### config.mk
export PLATFORM = sky130hd
export DESIGN_NAME = fbrs_ctrl
export DESIGN_NICKNAME = d
export VERILOG_FILES = /design/src/design/fbrs_pkg.sv /design/src/design/fbrs_ctrl.sv
export SDC_FILE = /design/constraint.sdc
export NUM_CORES = 1
export LEC_CHECK = 0
export ABC_AREA = 1
export BUFFER_PORTS_ARGS = -buffer_cell sky130_fd_sc_hd__buf_2
export CAP_MARGIN = 30
export CORE_MARGIN = 1.5
export CORE_UTILIZATION = 30
export CTS_CLUSTER_SIZE = 8
export DETAILED_ROUTE_END_ITERATION = 6
export MAX_ROUTING_LAYER = met4
export PLACE_DENSITY_LB_ADDON = 0.2
export RECOVER_POWER = 50
export REMOVE_ABC_BUFFERS = 1
export SYNTH_ARGS = -nofsm -noshare
export SYNTH_HDL_FRONTEND = slang
export SYNTH_SLANG_ARGS = --single-unit
### constraint.sdc
create_clock -name clk -period 1.2 [get_ports clk]
set_clock_uncertainty 0.05 [all_clocks]
set_input_delay 0.24 -clock clk [delete_from_list [all_inputs] [get_ports clk]]
set_output_delay 0.24 -clock clk [all_outputs]
set_load 0.01 [all_outputs]
### src/design/fbrs_pkg.sv
`default_nettype none
// ----------------------------------------------------------------------------
// fbrs_pkg
// Shared constants, codes and controller/datapath interface types for the
// free bitmap range search block.
// ----------------------------------------------------------------------------
package fbrs_pkg;

  localparam int WORD_BITS    = 64;
  localparam int WB_W         = $clog2(WORD_BITS);
  localparam int MAP_SLOTS_DEF = 4096;
  localparam int SLOT_W       = 12;
  localparam int FUNC_W       = 2;
  localparam int USE_W        = 7;

  localparam logic [USE_W-1:0] USE_RESET = 7'd64;

  // operation codes
  localparam logic [FUNC_W-1:0] FUNC_MARK_USED = 2'd0;
  localparam logic [FUNC_W-1:0] FUNC_MARK_FREE = 2'd1;
  localparam logic [FUNC_W-1:0] FUNC_SEARCH    = 2'd2;

  // what the finished item reports
  typedef enum logic [1:0] {
    RES_NONE,
    RES_MARK,
    RES_FOUND
  } res_kind_t;

  typedef struct packed {
    logic      load;
    logic      clr_step;
    logic      mark_rd;
    logic      mark_wr;
    logic      scan_issue;
    logic      enc;
    logic      res_load;
    res_kind_t res_kind;
  } cmd_t;

  typedef struct packed {
    logic clr_done;
    logic is_mark;
    logic is_search;
    logic mark_ok;
    logic search_empty;
    logic issue_last;
    logic rd_pending;
    logic hit;
    logic out_free;
  } status_t;

endpackage
`default_nettype wire

### src/design/fbrs_ctrl.sv
`default_nettype none
// ----------------------------------------------------------------------------
// fbrs_ctrl
// Sequencer for the free map: clearing sweep, mark read-modify-write and
// pipelined word scan for search.
// ----------------------------------------------------------------------------
module fbrs_ctrl (
  input  wire               clk,
  input  wire               rst,
  input  wire               in_valid,
  output logic              in_ready,
  input  fbrs_pkg::status_t st,
  output fbrs_pkg::cmd_t    cmd
);

  typedef enum logic [3:0] {
    S_CLEAR,
    S_IDLE,
    S_DECODE,
    S_MARK_WR,
    S_SCAN,
    S_DRAIN,
    S_DONE
  } state_t;

  state_t                state;
  state_t                state_next;
  fbrs_pkg::res_kind_t   kind;
  fbrs_pkg::res_kind_t   kind_next;

  assign in_ready = (state == S_IDLE);

  always_comb begin
    cmd        = '0;
    cmd.res_kind = kind;
    state_next = state;
    kind_next  = kind;
    unique case (state)
      S_CLEAR: begin
        cmd.clr_step = 1'b1;
        if (st.clr_done) state_next = S_IDLE;
      end
      S_IDLE: begin
        if (in_valid) begin
          cmd.load   = 1'b1;
          state_next = S_DECODE;
        end
      end
      S_DECODE: begin
        priority if (st.is_mark && st.mark_ok) begin
          cmd.mark_rd = 1'b1;
          state_next  = S_MARK_WR;
        end else if (st.is_search && !st.search_empty) begin
          cmd.scan_issue = 1'b1;
          state_next     = st.issue_last ? S_DRAIN : S_SCAN;
        end else begin
          kind_next  = fbrs_pkg::RES_NONE;
          state_next = S_DONE;
        end
      end
      S_MARK_WR: begin
        cmd.mark_wr = 1'b1;
        kind_next   = fbrs_pkg::RES_MARK;
        state_next  = S_DONE;
      end
      S_SCAN: begin
        if (st.hit) begin
          cmd.enc    = 1'b1;
          kind_next  = fbrs_pkg::RES_FOUND;
          state_next = S_DONE;
        end else begin
          cmd.scan_issue = 1'b1;
          if (st.issue_last) state_next = S_DRAIN;
        end
      end
      S_DRAIN: begin
        priority if (st.hit) begin
          cmd.enc    = 1'b1;
          kind_next  = fbrs_pkg::RES_FOUND;
          state_next = S_DONE;
        end else if (!st.rd_pending) begin
          kind_next  = fbrs_pkg::RES_NONE;
          state_next = S_DONE;
        end
      end
      S_DONE: begin
        if (st.out_free) begin
          cmd.res_load = 1'b1;
          state_next   = S_IDLE;
        end
      end
      default: state_next = S_IDLE;
    endcase
  end

  always_ff @(posedge clk) begin
    if (rst) begin
      state <= S_CLEAR;
      kind  <= fbrs_pkg::RES_NONE;
    end else begin
      state <= state_next;
      kind  <= kind_next;
    end
  end

endmodule
`default_nettype wire

==> results.py, run 1 <==
metrics = {
    "routing": {
        "drc": 0,
        "first_iter_violations": 6,
        "vias_per_cell": 4.546,
        "wl_mm": 1.654,
        "route.met2.wl_um": 878,
        "avgRoutedWirePerCell_um": 10.88,
        "dr_total_vias": 691,
        "met3_length_um": 75,
        "drt-met1-wl_um": 694,
        "first_pass_iters": 4,
        "ant_nets": 0,
        "top_layer": "met4",
    },
    "setup_path": {
        "end_kind": "primary output",
        "r2r-start": "state[1]",
        "cp.arrival_ns": 1.13,
        "r2r_cells": 9,
        "cp.required_ns": 0.91,
        "rrSetupSlack_ns": -0.12,
        "slowest_delay_ns": 0.42,
        "crit_chain": "inv_4, nor2_4, nand3_2, inv_2, buf_6",
        "crit_cells": 5,
        "r2r-end": "kind[1]",
        "worst-path-max-fanout": 6,
        "crit_buf_inv": 3,
        "cp_top_family": "flip-flops",
        "critPathLaunchType": "register",
        "critPathKind": "reg -> out",
        "crit_slowest_cell": "dfxtp_4",
    },
    "synthesis": {
        "synth-compound-area-share": 0.06019,
        "synth_largest_area_cell": "dfxtp_1",
        "ys_ff_latch": 5,
        "synth.cell_area_um2": 540.5,
        "synth_edf_count": 0,
        "avgSynthCellArea_um2": 5.812,
        "ys_dominant_reg_cell": "dfxtp_1",
        "seq_area_frac_synth": 0.1852,
        "ys_top_cells_by_count": "nand2_1 (19), nor2_1 (18), inv_1 (12)",
        "muxShareOfSynthArea": 0,
        "synth_top_family_by_area": "simple AND/OR/NAND/NOR gates",
        "synth_cell_type_count": 20,
        "synthCells": 93,
        "yosys_warnings": 0,
        "yosys.area_share.simple": 0.5833,
        "yosysMostFrequentCell": "nand2_1",
        "synthXorXnorAreaFrac": 0,
        "async_flop_share": 0,
        "synthAdderAreaFrac": 0,
        "synth_top_area_frac": 0.1852,
        "synth.area.top_cells": "dfxtp_1 (19%), nand2_1 (13%), nor2_1 (13%)",
    },
    "worst_hold_path": {
        "holdPathStages": 4,
        "min_to": "state[1]",
        "min_from": "rst",
        "hp-class": "in -> reg",
    },
    "die": {
        "rows": 15,
        "die_h_um": 45.45,
        "fp.dieArea_um2": 2065,
        "dieWidth_um": 45.45,
        "initial_core_util": 0.3165,
        "ios": 22,
        "core_area_um2": 1708,
    },
    "pwr": {
        "p_per_area_nw_per_um2": 2139,
        "p_total_mw": 1.906,
        "ir_drop_uv": 1324,
        "p_leak_nw": 0.5018,
    },
    "placement": {
        "place_congestion": 0.8489,
        "dpl.hpwl_mm": 1.181,
        "port_buffers": 21,
        "dp_cells": 142,
        "dp_slack_ns": -0.08376,
    },
    "final_layout": {
        "antenna_cells": 0,
        "layout.nets": 140,
        "n_fill_cell": 172,
        "drive_gt1_frac": 0.5276,
        "final_util": 0.5216,
        "area_growth_pct": 64.81,
        "final_cells": 152,
    },
    "sta": {
        "slew_headroom": 0.8403,
        "slew_viol_final": 0,
        "setup_slack_ns": -0.2156,
        "timing.fmax_mhz": 706.4,
        "finalSetupViolations": 13,
        "worstMarginPinSlew_ns": 0.2388,
        "fin_crit_sh": 1.180,
        "rsz0062_at_grt": "yes",
        "min_period_ns": 1.416,
        "hold_viol": 0,
    },
    "cts": {
        "ctsHoldBuffers": 0,
        "worst_skew_pair.late_latency_ns": 0.24,
        "cts_made_buffers": 3,
        "clk_pin_slew_ns": 0.04,
        "htreeDepth": 1,
        "clock_path_buffers": 2,
        "cts_sinks": 5,
        "cts_tree": "done",
        "root_buffer": "clkbuf_4",
    },
    "global_routing": {
        "grt_pass1_vias": 586,
        "grt_overflow": 0,
        "antenna_found_initial": 0,
        "grt_pass1_wl_mm": 2.580,
        "grt_usage": 0.1814,
        "grt_start_max_net_pins": 8,
    },
    "flow_run": {
        "maxCapViolations": 0,
    },
    "outcome": {
        "status": "finished with violations",
        "violations": "setup timing",
    },
}
area by class of cell:
cell class              count  area [um^2]  share of cell area
multi-input cells          69        440.4              0.4944
repair buffers             33        211.5              0.2374
flip-flops and latches      5        111.4              0.1250
inverters                  16        70.07             0.07865
well taps                  25        31.28             0.03511
clock buffers               4        26.28             0.02949
worst register-to-register path: cells and delay by family, from the launching register on:
kind          cells  cell delay (ns)
flops             1             0.42
simple gates      7             0.49
buf+inv           2             0.26
worst max-delay path by stage:
stage | from | to | slack, ns
after floorplan | state[2] | cmd[2] | -0.16
after global placement | state[1] | state[0] | -0.11
after detailed placement | state[1] | kind[0] | -0.08
after CTS | state[2] | cmd[5] | -0.19
after global routing | state[1] | cmd[6] | -0.28
final | state[1] | cmd[6] | -0.22
flip-flops by register name, summed over array words and instances, names as in the netlist:
name / flops
state: 3
kind: 2
cell usage in the layout, fill, tap and decap left out, types with 2 or more instances in the layout:
cell type  instances
nand3_2            4
nor2_1            14
nand2_2            5
nand3_1            7
inv_1             11
dfxtp_4            3
nand3b_1           2
dfxtp_1            2
buf_2             19
a21oi_1            2
clkbuf_1           2
clkbuf_4           3
inv_2              2
buf_6              4
inv_4              2
nor2_2             3
nand2_1           16
nor2_4             4
buf_4              9
nand3_4            3
per-layer routing:
metal  vias to the layer above  global-route usage
met5                         -                   -
met4                         0             0.07059
met3                         2             0.02381
met2                        15              0.2986
met1                       314              0.2222
li1                        360                   -
report_power, final:
| part | internal (mW) | total (mW) | switching, mW | leakage [nW] |
|---|---|---|---|---|
| sequential | 0.248 | 0.371 | 0.122 | 0.0432 |
| combinational | 0.610 | 1.34 | 0.729 | 0.444 |
| clock | 0.126 | 0.196 | 0.0701 | 0.0150 |
through the flow:
stage	hold WS (ns)	instance area, um^2	TNS (ns)
3_5_place_dp	0.4215	691.9	-0.4955
5_1_grt	0.2630	890.9	-2.689
2_1_floorplan	0.3812	510.5	-0.5236
6_report	0.2432	890.9	-1.794
4_1_cts	0.2511	822.0	-1.723
3_3_place_gp	0.4209	691.9	-0.6169
cells by family (layout without fill, tap and decap cells):
| family | Yosys count | count (layout) |
|---|---|---|
| and+or+nand+nor | 63 | 63 |
| buffers and inverters | 19 | 53 |
| DFF | 5 | 5 |
| AOI/OAI and AO/OA | 6 | 6 |
repair_timing:
item                                    in CTS  in global routing
resized for setup                           21                 16
cloned                                       0                  0
pin swaps                                    3                  7
endpoints found under the setup margin      13                 13
setup buffers                                4                  2
(Power assumes the default switching activity.)
==> inputs of run 2 (changes only) <==
- REMOVE_ABC_BUFFERS: 1 -> unset
==> results.py, run 2 (synthesis results as in run 1) <==
metrics = {
    "outcome": {
        "status": "finished with violations",
        "violations": "setup timing",
    },
    "synthesis": {
        "synth_nets": 105,
    },
    "global_routing": {
        "grt_pass1_wl_mm": 2.960,
        "grt_start_max_net_pins": 6,
        "grt_usage": 0.2024,
        "grt_overflow": 0,
        "antenna_found_initial": 0,
        "grt_pass1_vias": 706,
    },
    "setup_path": {
        "critPathKind": "reg -> out",
        "cp_top_family": "flip-flops",
        "worst-path-max-fanout": 5,
        "crit_chain": "inv_4, nand3_2, o21ai_1, buf_2",
        "crit_slowest_cell": "dfxtp_4",
        "end_kind": "primary output",
        "cp.arrival_ns": 1.14,
        "critPathLaunchType": "register",
        "slowest_delay_ns": 0.37,
        "cp.required_ns": 0.91,
        "crit_buf_inv": 2,
    },
    "die": {
        "core_area_um2": 1708,
        "rows": 15,
        "fp.dieArea_um2": 2065,
        "dieWidth_um": 45.45,
        "initial_core_util": 0.3165,
        "die_h_um": 45.45,
        "ios": 22,
    },
    "final_layout": {
        "n_fill_cell": 166,
        "final_cell_mix": "buf_2 (18), nand2_1 (17), nor2_1 (15), buf_4 (14), buf_6 (11)",
        "largest_register_ffs": 3,
        "final_util": 0.6007,
        "drive_gt1_frac": 0.5797,
        "final_common_cell": "buf_2",
        "post-route-cell-area_um2": 1026,
        "antenna_cells": 0,
        "layout.nets": 151,
        "regMostFlops": "state",
        "reg_top3": "state: 3 flops, kind: 2 flops",
        "area_growth_pct": 89.81,
    },
    "routing": {
        "avgRoutedWirePerCell_um": 11.28,
        "drc": 0,
        "wl_mm": 1.839,
        "first_pass_iters": 4,
        "vias_per_cell": 4.656,
        "first_iter_violations": 23,
        "dr_total_vias": 759,
        "ant_nets": 0,
    },
    "cts": {
        "cts_tree": "done",
        "worst_skew_pair.late_latency_ns": 0.24,
        "cts_sinks": 5,
        "clk_pin_slew_ns": 0.05,
        "htreeDepth": 1,
        "root_buffer": "clkbuf_4",
        "clock_path_buffers": 2,
        "cts_made_buffers": 3,
    },
    "sta": {
        "hold_viol": 0,
        "timing.fmax_mhz": 698.4,
        "worstMarginPinSlew_ns": 0.2421,
        "finalSetupViolations": 13,
        "setup_slack_ns": -0.2318,
        "slew_headroom": 0.8380,
        "rsz0062_at_grt": "yes",
        "slew_viol_final": 0,
        "min_period_ns": 1.432,
        "fin_crit_sh": 1.193,
    },
    "placement": {
        "place_area_um2": 713.2,
        "dpl.hpwl_mm": 1.241,
        "port_buffers": 21,
        "place_congestion": 0.8921,
    },
    "flow_run": {
        "maxCapViolations": 0,
    },
    "pwr": {
        "p_leak_nw": 0.5701,
        "p_total_mw": 2.175,
        "ir_drop_uv": 831.1,
        "p_per_area_nw_per_um2": 2120,
    },
    "worst_hold_path": {
        "hp-class": "in -> reg",
    },
}
## run 2: changes by cell type in the layout (fill, tap and decap cells not counted), sizes merged
cell | previous run | this run
buf | 32 | 43
## run 2: final timing paths
check                              start  endpoint  slack, ns  depth (start not counted)
worst max register to register  state[0]   kind[0]      -0.14                         10
worst max-delay path            state[0]    cmd[4]      -0.23                          4
worst min-delay path                 rst  state[1]       0.27                          4
worst min register to register   kind[1]   kind[1]       0.45                          2
## run 2: metal layers
metal | vias to the layer above | track usage | part of all wire
li1 | 384 | - | -
met1 | 351 | 0.2440 | 0.45
met2 | 22 | 0.3521 | 0.51
met3 | 2 | 0.01587 | 0.032
met4 | 0 | 0.06471 | 0.0049
met5 | - | - | 0
## run 2: what timing repair did
| action | in CTS | in global routing |
|---|---|---|
| setup endpoints to repair | 13 | 13 |
| setup buffers | 15 | 0 |
| resized for setup | 40 | 8 |
| pin swaps | 10 | 5 |
| hold buffers | 0 | 0 |
## run 2: worst reg2reg max path: stages, from the launching register on
cell and delay (ns):
dfxtp_4 0.37, buf_4 0.15, nor2_4 0.12, buf_4 0.13, nand3_1 0.07, nand2_2 0.09, inv_2 0.03, nand2_1 0.07
nand2_1 0.05, nand2_1 0.05, nor2_1 0.04
## run 2: layout make-up
| cell class | instances | area (um^2) | share of cell area |
|---|---|---|---|
| Clock buffer | 4 | 26.28 | 0.02561 |
| Sequential cell | 5 | 111.4 | 0.1085 |
| Multi-Input combinational cell | 69 | 461.7 | 0.4500 |
| Tap cell | 25 | 31.28 | 0.03049 |
| Inverter | 16 | 72.57 | 0.07073 |
| Timing Repair Buffer | 44 | 322.8 | 0.3146 |
## run 2: metrics by stage
stage	setup TNS (ns)	setup WS, ns	std cells	hold WS (ns)
floorplan	0	0.003462	93	0.3812
global placement	-0.6845	-0.1055	144	0.4319
detailed placement	-0.6961	-0.1077	144	0.4393
CTS	-2.019	-0.2175	163	0.2560
global route	-2.788	-0.2742	163	0.2863
finish	-2.167	-0.2318	163	0.2663
## run 2: where the power goes
group / internal [mW] / switching, mW
Combinational: 0.786 / 0.820
Clock: 0.126 / 0.0792
Sequential: 0.248 / 0.115
